## src/sv/bcdt_pkg.sv

```systemverilog
// Shared types, constants and helper functions for the BCD timebase timer codec.
package bcdt_pkg;

  typedef struct packed {
    logic        command;
    logic [15:0] timer_word;
    logic [19:0] duration_ticks;
  } bcdt_in_t;

  typedef struct packed {
    logic [13:0] encoded_word;
    logic [20:0] decoded_ticks;
    logic        overflow;
  } bcdt_out_t;

  localparam logic CMD_DECODE = 1'b0;
  localparam logic CMD_ENCODE = 1'b1;

  // Time base codes as they sit in word bits 13:12
  localparam logic [1:0] BASE_10MS  = 2'd0;
  localparam logic [1:0] BASE_100MS = 2'd1;
  localparam logic [1:0] BASE_1S    = 2'd2;
  localparam logic [1:0] BASE_10S   = 2'd3;

  localparam logic [19:0] MAX_TICKS = 20'd999000;
  localparam logic [9:0]  SAT_DIGITS = 10'd999;

  // Reciprocals scaled by 2^RECIP_SHIFT, rounded up; exact for the ranges in use
  localparam int          RECIP_SHIFT = 30;
  localparam logic [26:0] RECIP_10    = 27'd107374183;
  localparam logic [26:0] RECIP_100   = 27'd10737419;
  localparam logic [26:0] RECIP_1000  = 27'd1073742;

  // Weighted sum of three nibbles, taken as they stand (no digit check)
  function automatic logic [10:0] digits_value(input logic [11:0] bcd);
    logic [10:0] hi;
    logic [10:0] mid;
    logic [10:0] lo;
    hi  = 11'(bcd[11:8]) * 11'd100;
    mid = 11'(bcd[7:4]) * 11'd10;
    lo  = 11'(bcd[3:0]);
    return 11'(hi + mid + lo);
  endfunction

  // Binary below 1000 to three BCD digits, by reciprocal multiplies
  function automatic logic [11:0] bcd3(input logic [9:0] q);
    logic [15:0] t;
    logic [3:0]  h;
    logic [6:0]  r;
    logic [14:0] u;
    logic [3:0]  d1;
    logic [3:0]  d0;
    t  = 16'(q) * 16'd41;
    h  = t[15:12];
    r  = 7'(q - 10'(10'(h) * 10'd100));
    u  = 15'(r) * 15'd205;
    d1 = u[14:11];
    d0 = 4'(r - 7'(7'(d1) * 7'd10));
    return {h, d1, d0};
  endfunction

endpackage

```

## src/sv/bcd_timebase_timer_codec.sv

```systemverilog
// Top level of the BCD timebase timer codec: three-stage conversion pipeline.
//
// Converts PLC timer words to 10 ms tick counts (command 0) and tick counts to
// timer words (command 1). One item enters per clock while in_ready is high;
// the pipeline is range select and digit sum, then one reciprocal or factor
// multiply, then BCD split into the output register. Each stage loads
// whenever the stage after it is empty or moving, so bubbles close up and
// out_ready low only stops in_ready once all three stages hold an item.
// Encoding saturates above 999000 ticks to 999 at the 10 s base and sets
// overflow; zero encodes as word 0.
module bcd_timebase_timer_codec (
  input  logic                clk,
  input  logic                rst_n,
  input  logic                in_valid,
  output logic                in_ready,
  input  bcdt_pkg::bcdt_in_t  in_data,
  output logic                out_valid,
  input  logic                out_ready,
  output bcdt_pkg::bcdt_out_t out_data
);
  import bcdt_pkg::*;

  logic        s1_valid_r, s1_valid_nxt;
  logic        s1_cmd_r;
  logic [1:0]  s1_base_r, s1_base_nxt;
  logic        s1_sat_r, s1_sat_nxt;
  logic [10:0] s1_dval_r;
  logic [19:0] s1_ticks_r;

  logic        s2_valid_r, s2_valid_nxt;
  logic        s2_cmd_r;
  logic [1:0]  s2_base_r;
  logic        s2_sat_r;
  logic [9:0]  s2_quot_r, s2_quot_nxt;
  logic [20:0] s2_dticks_r, s2_dticks_nxt;

  logic        out_valid_r, out_valid_nxt;
  bcdt_out_t   out_data_r, out_data_nxt;

  logic        rdy1, rdy2, rdy3;
  logic [26:0] recip;
  logic [46:0] prod;
  logic [10:0] factor;

  // Stage readiness: load when empty or when the downstream stage moves
  assign rdy3     = !out_valid_r || out_ready;
  assign rdy2     = !s2_valid_r || rdy3;
  assign rdy1     = !s1_valid_r || rdy2;
  assign in_ready = rdy1;

  assign s1_valid_nxt  = rdy1 ? in_valid : s1_valid_r;
  assign s2_valid_nxt  = rdy2 ? s1_valid_r : s2_valid_r;
  assign out_valid_nxt = rdy3 ? s2_valid_r : out_valid_r;

  // Stage 1: pick the time base, by tick range for encoding or from word bits 13:12 for decoding
  always_comb begin
    s1_sat_nxt = 1'b0;
    if (in_data.duration_ticks > MAX_TICKS) begin
      s1_sat_nxt  = 1'b1;
      s1_base_nxt = BASE_10S;
    end else if (in_data.duration_ticks < 20'd1000) begin
      s1_base_nxt = BASE_10MS;
    end else if (in_data.duration_ticks < 20'd10000) begin
      s1_base_nxt = BASE_100MS;
    end else if (in_data.duration_ticks < 20'd100000) begin
      s1_base_nxt = BASE_1S;
    end else begin
      s1_base_nxt = BASE_10S;
    end
    if (in_data.command == CMD_DECODE) begin
      s1_base_nxt = in_data.timer_word[13:12];
      s1_sat_nxt  = 1'b0;
    end
  end

  // Stage 2: truncating divide by reciprocal, or scale by base factor
  always_comb begin
    case (s1_base_r)
      BASE_10MS:  begin recip = 27'd0;      factor = 11'd1;    end
      BASE_100MS: begin recip = RECIP_10;   factor = 11'd10;   end
      BASE_1S:    begin recip = RECIP_100;  factor = 11'd100;  end
      BASE_10S:   begin recip = RECIP_1000; factor = 11'd1000; end
      default:    begin recip = 27'd0;      factor = 11'd1;    end
    endcase
    prod          = 47'(s1_ticks_r) * 47'(recip);
    s2_dticks_nxt = 21'(s1_dval_r) * 21'(factor);
    if (s1_sat_r) begin
      s2_quot_nxt = SAT_DIGITS;
    end else if (s1_base_r == BASE_10MS) begin
      s2_quot_nxt = s1_ticks_r[9:0];
    end else begin
      s2_quot_nxt = prod[RECIP_SHIFT+9:RECIP_SHIFT];
    end
  end

  // Stage 3: split digits and zero the fields the command leaves unused
  always_comb begin
    out_data_nxt = '0;
    if (s2_cmd_r == CMD_ENCODE) begin
      out_data_nxt.encoded_word = {s2_base_r, bcd3(s2_quot_r)};
      out_data_nxt.overflow     = s2_sat_r;
    end else begin
      out_data_nxt.decoded_ticks = s2_dticks_r;
    end
  end

  always_ff @(posedge clk) begin
    if (!rst_n) begin
      s1_valid_r  <= 1'b0;
      s2_valid_r  <= 1'b0;
      out_valid_r <= 1'b0;
    end else begin
      s1_valid_r  <= s1_valid_nxt;
      s2_valid_r  <= s2_valid_nxt;
      out_valid_r <= out_valid_nxt;
    end
  end

  always_ff @(posedge clk) begin
    if (rdy1 && in_valid) begin
      s1_cmd_r   <= in_data.command;
      s1_base_r  <= s1_base_nxt;
      s1_sat_r   <= s1_sat_nxt;
      s1_dval_r  <= digits_value(in_data.timer_word[11:0]);
      s1_ticks_r <= in_data.duration_ticks;
    end
    if (rdy2 && s1_valid_r) begin
      s2_cmd_r    <= s1_cmd_r;
      s2_base_r   <= s1_base_r;
      s2_sat_r    <= s1_sat_r;
      s2_quot_r   <= s2_quot_nxt;
      s2_dticks_r <= s2_dticks_nxt;
    end
    if (rdy3 && s2_valid_r) begin
      out_data_r <= out_data_nxt;
    end
  end

  assign out_valid = out_valid_r;
  assign out_data  = out_data_r;

  // Input only backs up once every stage is occupied
  a_full_before_stall: assert property (@(posedge clk) disable iff (!rst_n)
    !in_ready |-> (s1_valid_r && s2_valid_r && out_valid_r))
    else $error("in_ready low with a free pipeline stage");

  // Saturated encode must be 999 at the 10 s base, nothing decoded
  a_sat_word: assert property (@(posedge clk) disable iff (!rst_n)
    (out_valid && out_data.overflow) |->
      (out_data.encoded_word == 14'h3999 && out_data.decoded_ticks == 21'd0))
    else $error("overflow without saturated word");

  // Encoded digits are always decimal
  a_bcd_digits: assert property (@(posedge clk) disable iff (!rst_n)
    out_valid |-> (out_data.encoded_word[3:0] <= 4'd9 &&
                   out_data.encoded_word[7:4] <= 4'd9 &&
                   out_data.encoded_word[11:8] <= 4'd9))
    else $error("non-decimal digit in encoded word");

  // Only one of the two result fields can be nonzero
  a_one_field: assert property (@(posedge clk) disable iff (!rst_n)
    (out_valid && out_data.decoded_ticks != 21'd0) |->
      (out_data.encoded_word == 14'd0 && !out_data.overflow))
    else $error("decode and encode fields both set");

  // Stage 2 holds its item while stalled
  a_s2_hold: assert property (@(posedge clk) disable iff (!rst_n)
    (s2_valid_r && !rdy3) |=> (s2_valid_r && $stable(s2_quot_r) && $stable(s2_cmd_r)))
    else $error("stage 2 item changed under stall");

endmodule

```

## config.mk

```make
export PLATFORM = sky130hd
export DESIGN_NAME = bcd_timebase_timer_codec
export DESIGN_NICKNAME = d
export VERILOG_FILES = /design/src/sv/bcdt_pkg.sv /design/src/sv/bcd_timebase_timer_codec.sv
export SDC_FILE = /design/constraint.sdc
export NUM_CORES = 1
export LEC_CHECK = 0
export ABC_CLOCK_PERIOD_IN_PS = 11470
export BUFFER_PORTS_ARGS = -buffer_cell sky130_fd_sc_hd__buf_2
export CAP_MARGIN = 20
export CORE_MARGIN = 2
export CORE_UTILIZATION = 45
export CTS_CLUSTER_SIZE = 24
export DETAILED_ROUTE_END_ITERATION = 6
export SETUP_SLACK_MARGIN = 0.02
export SYNTH_ARGS = -nofsm -noshare
export SYNTH_HDL_FRONTEND = slang
export SYNTH_SLANG_ARGS = --single-unit
```

## constraint.sdc

```tcl
create_clock -name clk -period 11.47 [get_ports clk]
set_input_delay 1.147 -clock clk [delete_from_list [all_inputs] [get_ports clk]]
set_output_delay 1.147 -clock clk [all_outputs]
set_load 0.1 [all_outputs]
```

-- Word-level counts from Yosys, hierarchy flattened
Index checks and enable logic that the tools add are counted.
- bits of input ports: 41
- logic and storage cells: 54
- output and inout port bits: 38
- bits in registers: 109
- add/subtract/negate cells: 4
- equality and inequality tests: 3
- multipliers: 8
- $lt $le $gt $ge: 4
- multiplexer cells: 9
- reduce and logical (&&, ||, !) cells: 10
- operator list (kind ; number):
    case mux 27 bit (4 select lines) ; 1
    case mux 11 bit (4 select lines) ; 1
    multiplier 20 x 27 -> 40 bit ; 1
    multiplier 11 x 11 -> 21 bit ; 1
    > comparator 20 bit (second input constant) ; 1
    < comparator 20 x 10 -> 1 bit (second input constant) ; 1
    < comparator 20 x 14 -> 1 bit (second input constant) ; 1
    < comparator 20 x 17 -> 1 bit (second input constant) ; 1
    multiplier 10 x 6 -> 16 bit (second input constant) ; 1
    multiplier 7 x 8 -> 15 bit (second input constant) ; 1
    adder 11 x 4 -> 11 bit ; 1
    adder 11 x 8 -> 11 bit ; 1
    two-way mux 10 bit ; 1
    multiplier 4 x 5 -> 9 bit (second input constant) ; 1
    two-way mux 2 bit ; 4
    multiplier 4 x 3 -> 7 bit (second input constant) ; 1
    subtractor 7 bit ; 1
    multiplier 4 x 5 -> 5 bit (second input constant) ; 1
    == test 2 bit (second input constant) ; 2
    multiplier 4 x 3 -> 3 bit (second input constant) ; 1
    subtractor 4 bit ; 1
    logical AND 1 bit ; 3
    zero test 1 bit ; 3
    logical OR 1 bit ; 3
    other kinds (3) ; 4

-- Longest topological paths before layout
Gate-level depths: netlist of run 1.
- word-level depth: 6
- mapped depth: 35
- gate-level depth less buffers: 35

-- Least setup slack after synthesis of run 1
OpenSTA, ideal clock, no wires.
- path kind: register -> register
- start point: register s2_quot_r[4]
- end point: register out_data_r, in the netlist out_data[25] (data pin)
- buffers on the path: 0
- cell stages (with the launch flop): 35
- slack: 3.549 ns
- data required time: 11.215 ns
- arrival: 7.666 ns
- library setup time: 0.255 ns
- clock period less this slack: 7.921 ns
- path through: edfxtp_1 ha_1 fa_1 ha_1 ha_1 a21o_1 a21o_1 a21oi_1 o211ai_1 a31oi_1 xnor2_1 ha_1 inv_1 ha_1 inv_1 a2111o_1 nand3_1 xnor2_1 ha_1 ha_1 fa_1 inv_1 fa_1 inv_1 ha_1 o2111ai_1 a21boi_1 o41ai_2 xnor2_1 ha_1 fa_1 xnor2_1 xnor2_1 xnor2_1 and2_1
- word-level cells in the longest chain between the ends: 6
- RTL lines (element ; line ; source):
    from (decl) ; bcd_timebase_timer_codec.sv:34 ; logic [9:0] s2_quot_r, s2_quot_nxt;
    from (signal assigned) ; bcd_timebase_timer_codec.sv:131 ; s2_quot_r <= s2_quot_nxt;
    multiplier 10 x 6 -> 16 bit ; bcdt_pkg.sv:53 ; t = 16'(q) * 16'd41;
    multiplier 4 x 5 -> 5 bit ; bcdt_pkg.sv:55 ; r = 7'(q - 10'(10'(h) * 10'd100));
    subtractor 7 bit * ; bcdt_pkg.sv:55 ;
    multiplier 7 x 8 -> 15 bit ; bcdt_pkg.sv:56 ; u = 15'(r) * 15'd205;
    multiplier 4 x 3 -> 3 bit ; bcdt_pkg.sv:58 ; d0 = 4'(r - 7'(7'(d1) * 7'd10));
    subtractor 4 bit * ; bcdt_pkg.sv:58 ;
    to (signal assigned) ; bcd_timebase_timer_codec.sv:135 ; out_data_r <= out_data_nxt;
    to (decl) ; bcd_timebase_timer_codec.sv:38 ; bcdt_out_t out_data_r, out_data_nxt;
Mark *: on every way between the ends. The rest lies on a longest branch, timed or not.
A chain may end at the register's enable or synchronous reset.

-- Worst setup path after layout of run 1
Ends and elaborated chain as after synthesis.

==> results.md, run 1 <==
* Final setup margin at between 2 and 3 ns
* Cell count after synthesis at ~2,100
* Average routed wire per standard cell at 18.3 um
* Cell Area, Synth at between 20,000 and 25,000 um^2
* Worst-case register-to-register setup slack at approximately 2.8 ns
* DP HPWL at 46.9 mm
* Final Hold Viols at 0
* Worst endpoint data arrival time at between 8 and 9 ns
* R2r startpoint: s2_quot_r[4]
* Run status: complete, but fails checks
* Number of antenna violations at the first check in global routing at 2
* Setup crit start kind: flop
* Total number of clock tree sinks at 109
* Avg Inst Size Synth at about 10 um^2
* Slew at the pin closest to its max-slew limit at between 1 and 1.5 ns
* Clk slew on worst S/H paths at ~0.080 ns
* Number of rows in the core area at 81
* Synth warn at 0
* Number of endpoints failing setup at the final stage at 0
* Post-route minimum period at 8.69 ns
* Synth unique cells at 64
* Wire length reported by the detailed router at around 52 mm
* Share of the synthesized area in the top cell type at 36.8%
* Area of the die at between 50,000 and 60,000 um^2
* Post-route clock period utilization at about three quarters
* CTS Buf Count at 9
* Worst Setup End Kind: flop
* Buffer levels on the longest clock path at 2
* Hold buffer count at cts at 0
* Biggest fanout along the worst timing path at 9
* First-pass DRT Iterations at 7
* H-tree lvl count at 3
* Largest net degree at the start of global routing at 38
* Dominant delay contributor by cell family on the critical path: adder cells
* Most common flop cell mapped by yosys: edfxtp_1
* Count of buffers inserted at the top-level ports at 76
* Total negative setup slack at 0 ns
* Headroom to the max-slew limit at between 20% and 30%
* CTS tree: built
* Worst setup startpoint: s2_quot_r[4]
* Unrepaired setup endpoints after global routing: no
* Setup Buffers After CTS at 0
* CP Depth at 34
* Violations in the final reports: design-rule violations
* First-pass GRT wire length at around 84 mm
* Setup slack after placement at 2.81 ns
* Crit-path most repeated cell: ha_1
* Count of vias placed by the detailed router at roughly 14,000
* Count of pins over their slew limit at 0
* Ratio of cells with drive above 1 in the final layout at roughly 5.2%
* Worst path bufs/invs at 4
* Area added between synthesis and finish at 6.73%
* Core footprint at approximately 49,000 um^2
* Clock insertion delay at the later pin of the skew report at 0.37 ns
* Worst Skew at 0.0107 ns
* Reg2Reg Depth at 34
* Proportion of synthesized chip area in sequential cells at between 10% and 20%
* Number of remaining DRC errors at 2
* Count of fill cells added during filler insertion at 4,534
* Highest cell delay on the worst timing path at 0.58 ns
* Post-synth EDFFs at between 100 and 150
* Initial core utilization at a little under half
* Root buf cell: clkbuf_16
* Yosys reg bits at roughly 110
* Capture point of the worst reg-to-reg path: out_data[25]
* MaxCap Viol Count at 0
* Top cell type by total area after synthesis: fa_1
* Number of ports placed on the die boundary at 79
* All-layer global routing usage at roughly 22%
* Biggest area contributors in the synthesized netlist: fa_1 (37%), ha_1 (21%), edfxtp_1 (14%)
* DRC marker count from the first detailed-route iteration at 688
* Crit path kind: flop to flop
* Proportion of synthesized flip-flops having asynchronous set or reset at 0%
* Timing-limited maximum frequency at 115 MHz
* End-of-flow core utilization at about half
* RD Place Congestion at around 0.96
* Highest-delay cell along the critical path: edfxtp_1
* Destination of the critical timing path: out_data[25]
* Total global routing overflow at 0
* Average vias per placed instance at approximately 5
* Net count, final at slightly above 3,000
* Type of the most critical hold path: flop to flop
* Routed Antenna Nets at 0
* Required time of the worst setup path at around 12 ns
* Total of cells resized after clock tree synthesis at 0
* Y dimension of the die at 227 um
* Number of global-route vias before repair at 15,700
* Synthesized netlist net count at approximately 3,000
* Die W at approximately 230 um
==> cell type report <==
| type | count | area (um^2) | area share (%) |
|---|---|---|---|
| diodes | 2 | 5.00 | 0.0210 |
| clock buffers | 10 | 229 | 0.961 |
| clock inverters | 6 | 58.8 | 0.247 |
| inverters | 591 | 2220 | 9.31 |
| multi-input cells | 1404 | 16800 | 70.5 |
| flip-flops and latches | 109 | 3240 | 13.6 |
| well taps | 664 | 831 | 3.49 |
| repair buffers | 84 | 440 | 1.85 |
==> through the flow <==
stage / instance area, um^2 / hold slack (ns) / std cells
6_report: 23800 / 0.429 / 2870
5_1_grt: 23800 / 0.445 / 2870
4_1_cts: 23800 / 0.433 / 2868
3_5_place_dp: 23500 / 0.415 / 2852
3_3_place_gp: 23500 / 0.409 / 2852
2_1_floorplan: 22300 / 0.400 / 2130
==> logic make-up after synthesis <==
kind of cell | synth area share, %
compound gates | 5.33
xor+xnor | 2.63
fa+ha+maj | 58.2
buf+inv | 10.4
flops | 14.5
mux | 0.0448
simple gates | 8.90
==> cells in the mapped netlist, types with 2 or more instances <==
library cell	number
inv_1	591
nor4_1	4
a21boi_0	4
buf_1	2
and4b_1	2
a211oi_1	9
o21bai_1	3
xnor2_1	55
o21a_1	10
clkbuf_1	24
edfxtp_1	106
a21boi_1	2
nand2_1	89
nor2_1	38
o31ai_1	5
or2_2	2
a221o_1	2
o21ai_1	9
a2111o_1	2
fa_1	410
a2111oi_0	2
nor2b_1	44
nor3_1	12
and3_1	4
and2_1	140
o21ai_0	23
o211ai_1	6
nand3_1	14
or3_1	2
xor2_1	12
a21o_1	23
dfxtp_1	3
a31oi_1	6
a21oi_1	37
o211a_1	3
nand4_1	3
o22ai_1	3
o2111ai_1	4
ha_1	383
nand2b_1	13
==> worst min path at each step <==
stage | cells after the start | to | slack [ns] | startpoint
after global placement | 0 | s2_cmd_r | 0.41 | s1_cmd_r
after global routing | 0 | s2_cmd_r | 0.44 | s1_cmd_r
after CTS | 0 | s2_cmd_r | 0.43 | s1_cmd_r
final | 0 | s2_cmd_r | 0.43 | s1_cmd_r
after floorplan | 0 | s2_cmd_r | 0.40 | s1_cmd_r
after detailed placement | 0 | s2_cmd_r | 0.42 | s1_cmd_r
==> layout by cell type, fill, tap and decap left out, drive strengths merged, types with 4 or more instances in the layout <==
cell	netlist	routed
nand3	14	14
a21boi	6	6
buf	2	84
o21ai	33	33
and3	4	4
a21o	23	23
inv	591	593
nor3	12	12
fa	410	410
clkbuf	24	10
o2111ai	5	5
clkinv	0	4
nand2b	13	13
nand2	89	89
and2	140	140
nor2b	44	44
a21oi	38	38
xor2	12	12
nor4	4	4
o31ai	5	5
ha	383	383
xnor2	55	55
edfxtp	106	106
o21a	10	10
nor2	38	38
o211ai	6	6
a31oi	6	6
a211oi	9	9
==> sequential cells by signal, indices dropped and copies added (netlist names) <==
register,count
out_valid,1
s1_dval_r,11
s1_cmd_r,1
out_data,36
s2_quot_r,10
s1_ticks_r,20
s2_base_r,2
s2_cmd_r,1
s2_dticks_r,21
s1_sat_r,1
s1_valid_r,1
s1_base_r,2
s2_valid_r,1
s2_sat_r,1
==> per-layer routing <==
metal / routed length, um / global-route usage [%] / up-vias
li1: - / - / 6763
met1: 23800 / 30.0 / 7254
met2: 24900 / 36.1 / 331
met3: 2830 / 3.37 / 46
met4: 1030 / 4.86 / 0
met5: 0 / 0 / -
Power of run 1 is not shown: default switching activity piles up to over one toggle a cycle in this logic, so the estimate is an artifact.
==> run 2, diff against run 1 <==
--- a/config.mk
+++ b/config.mk
@@ -5,7 +5,7 @@
 export SDC_FILE = /design/constraint.sdc
 export NUM_CORES = 1
 export LEC_CHECK = 0
-export ABC_CLOCK_PERIOD_IN_PS = 11470
+export ABC_CLOCK_PERIOD_IN_PS = 8200
 export BUFFER_PORTS_ARGS = -buffer_cell sky130_fd_sc_hd__buf_2
 export CAP_MARGIN = 20
 export CORE_MARGIN = 2
==> constraint.sdc (replaced) <==
create_clock -name clk -period 8.2 [get_ports clk]
set_input_delay 0.82 -clock clk [delete_from_list [all_inputs] [get_ports clk]]
set_output_delay 0.82 -clock clk [all_outputs]
set_load 0.1 [all_outputs]
==> run 2 against run 1 <==
Effect of this change: the run now ends clean; die area unchanged; clock skew down 0.00089 ns; routed wire length up 1.2%; sequential share of layout area down 0.24 points; maximum frequency up 10%; design area up 1.8%.
==> results.md, run 2 (synthesis results as in run 1) <==
* Core footprint at 49,000 um^2
* Cell-by-cell trace of the critical path: inv_1, ha_4, nor2b_1, fa_1, fa_1, fa_1, fa_1, inv_1, fa_1, inv_1, fa_1, fa_1, ha_1, and3_1, a221oi_2, o221ai_1, or3_1, o211a_1, a211oi_1, xor2_1, o211ai_1
* CTS tree: built
* Crit-path most repeated cell: fa_1
* Most common cell after layout, fill and taps aside: inv_1
* Count of fill cells added during filler insertion at roughly 4,600
* Number of rows in the core area at between 80 and 90
* Net count, final at between 3,000 and 4,000
* Final Hold Viols at 0
* Worst endpoint data arrival time at between 7 and 8 ns
* DP HPWL at approximately 47 mm
* Number of ports placed on the die boundary at 79
* Average vias per placed instance at approximately 5.0
* Cells on Worst Hold Path at 0
* Highest-delay cell along the critical path: fa_1
* Slew at the pin closest to its max-slew limit at roughly 1.1 ns
* Total number of clock tree sinks at roughly 110
* Count of pins over their slew limit at 0
* Clock insertion delay at the later pin of the skew report at 0.37 ns
* Destination of the critical timing path: s2_quot_r[2]
* Total global routing overflow at 0
* Ratio of cells with drive above 1 in the final layout at 7.69%
* Y dimension of the die at 227 um
* Count of buffers inserted at the top-level ports at between 70 and 80
* First-pass DRT Iterations at 5
* Count of vias placed by the detailed router at approximately 15,000
* Number of endpoints failing setup at the final stage at 0
* Buffer levels on the longest clock path at 2
* Reg2Reg Depth at 21
* Antenna diode count at 0
* Top library cells by usage in the layout, fill and taps aside: inv_1 (589), fa_1 (409), ha_1 (376), and2_1 (139), edfxtp_1 (106)
* Largest net degree at the start of global routing at 37
* Timing-limited maximum frequency at 127 MHz
* Wire length reported by the detailed router at 53.1 mm
* Unrepaired setup endpoints after global routing: yes
* All-layer global routing usage at roughly 22%
* Worst Setup End Kind: flop
* Crit path kind: flop to flop
* DRC marker count from the first detailed-route iteration at 637
* RD Place Congestion at about 0.95
* Die W at about 230 um
* Number of global-route vias before repair at between 15,000 and 20,000
* Area of the die at between 50,000 and 60,000 um^2
* Routed Antenna Nets at 0
* Initial core utilization at around 46%
* MaxCap Viol Count at 0
* First-pass GRT wire length at 85.7 mm
* Post-route clock period utilization at 96.1%
* Hold buffer count at cts at 0
* Post-route minimum period at 7.88 ns
* Capture point of the worst reg-to-reg path: s2_quot_r[2]
* CTS Buf Count at 9
* Worst-case register-to-register setup slack at about 0.32 ns
* Number of antenna violations at the first check in global routing at 1
* Type of the most critical hold path: flop to flop
* Setup crit start kind: flop
* Average routed wire per standard cell at between 15 and 20 um
* R2r startpoint: s1_base_r[1]
* Clk slew on worst S/H paths at approximately 0.07 ns
* Worst Skew at around 0.0098 ns
* Area added between synthesis and finish at 8.67%
* Highest cell delay on the worst timing path at slightly below 0.6 ns
* Biggest fanout along the worst timing path at 17
* Required time of the worst setup path at 8.30 ns
* H-tree lvl count at 3
* Total negative setup slack at 0 ns
* Number of remaining DRC errors at 0
* Run status: complete, no violations
* Worst setup startpoint: s1_base_r[1]
* Root buf cell: clkbuf_16
* Largest register FFs at 36
* Headroom to the max-slew limit at between 20 and 30%
run 2: changes by cell type in the layout (fill, tap and decap cells not counted), moves of 2 or more:
cell,before,now
buf_4,8,37
xnor2_1,55,48
xnor2_2,0,7
ha_1,382,376
ha_4,0,6
a21oi_1,37,32
a21oi_2,1,6
buf_6,0,2
clkinv_4,2,0
diode_2,2,0
inv_1,591,589
inv_2,0,2
inv_8,1,3
run 2: cell type report:
type	instances	area [um^2]	share of cell area (%)
Timing Repair Buffer	116	701	2.89
Clock buffer	10	229	0.943
Sequential cell	109	3240	13.4
Clock inverter	6	53.8	0.222
Tap cell	664	831	3.42
Inverter	591	2220	9.14
Multi-Input combinational cell	1404	17000	70.0
run 2: worst max-delay path: cells and delay by family (launching register included):
family / cells / cell delay, ns
xor gates and xnor gates: 1 / 0.37
DFF: 1 / 0.47
buffers and inverters: 3 / 0.25
adders and majority gates: 9 / 4.35
and+or+nand+nor: 3 / 1.03
AOI/OAI and AO/OA: 5 / 1.15
run 2: how the worst min path moves through the flow:
| stage | startpoint | end |
|---|---|---|
| 3_3_place_gp | s1_cmd_r | s2_cmd_r |
| 4_1_cts | s1_cmd_r | s2_cmd_r |
| 3_5_place_dp | s1_cmd_r | s2_cmd_r |
| 5_1_grt | s1_cmd_r | s2_cmd_r |
| 6_report | s1_cmd_r | s2_cmd_r |
| 2_1_floorplan | s1_cmd_r | s2_cmd_r |
run 2: layer usage:
layer	track usage, %	part of all wire, %
met5	0	0
met4	5.62	2.5
met3	3.37	5.2
met2	36.6	47
met1	30.4	45
run 2: metrics by stage:
stage | utilization [%] | std cells | setup slack, ns | area, um^2 | hold WS [ns]
floorplan | - | 2130 | 0.279 | 22300 | 0.400
global placement | 48.5 | 2879 | 0.0471 | 23800 | 0.413
finish | 49.6 | 2900 | 0.323 | 24300 | 0.428
global route | 49.6 | 2900 | -0.0797 | 24300 | 0.454
detailed placement | 48.5 | 2879 | -0.0848 | 23800 | 0.415
CTS | 49.2 | 2897 | 0.0290 | 24100 | 0.429
run 2: timing repair:
action,in CTS,in global routing
pin swaps,2,23
gates resized for setup,3,30
endpoints found under the setup margin,1,7
buffers inserted,2,3
cloned,0,0
Power of run 2 is left out for the same reason.
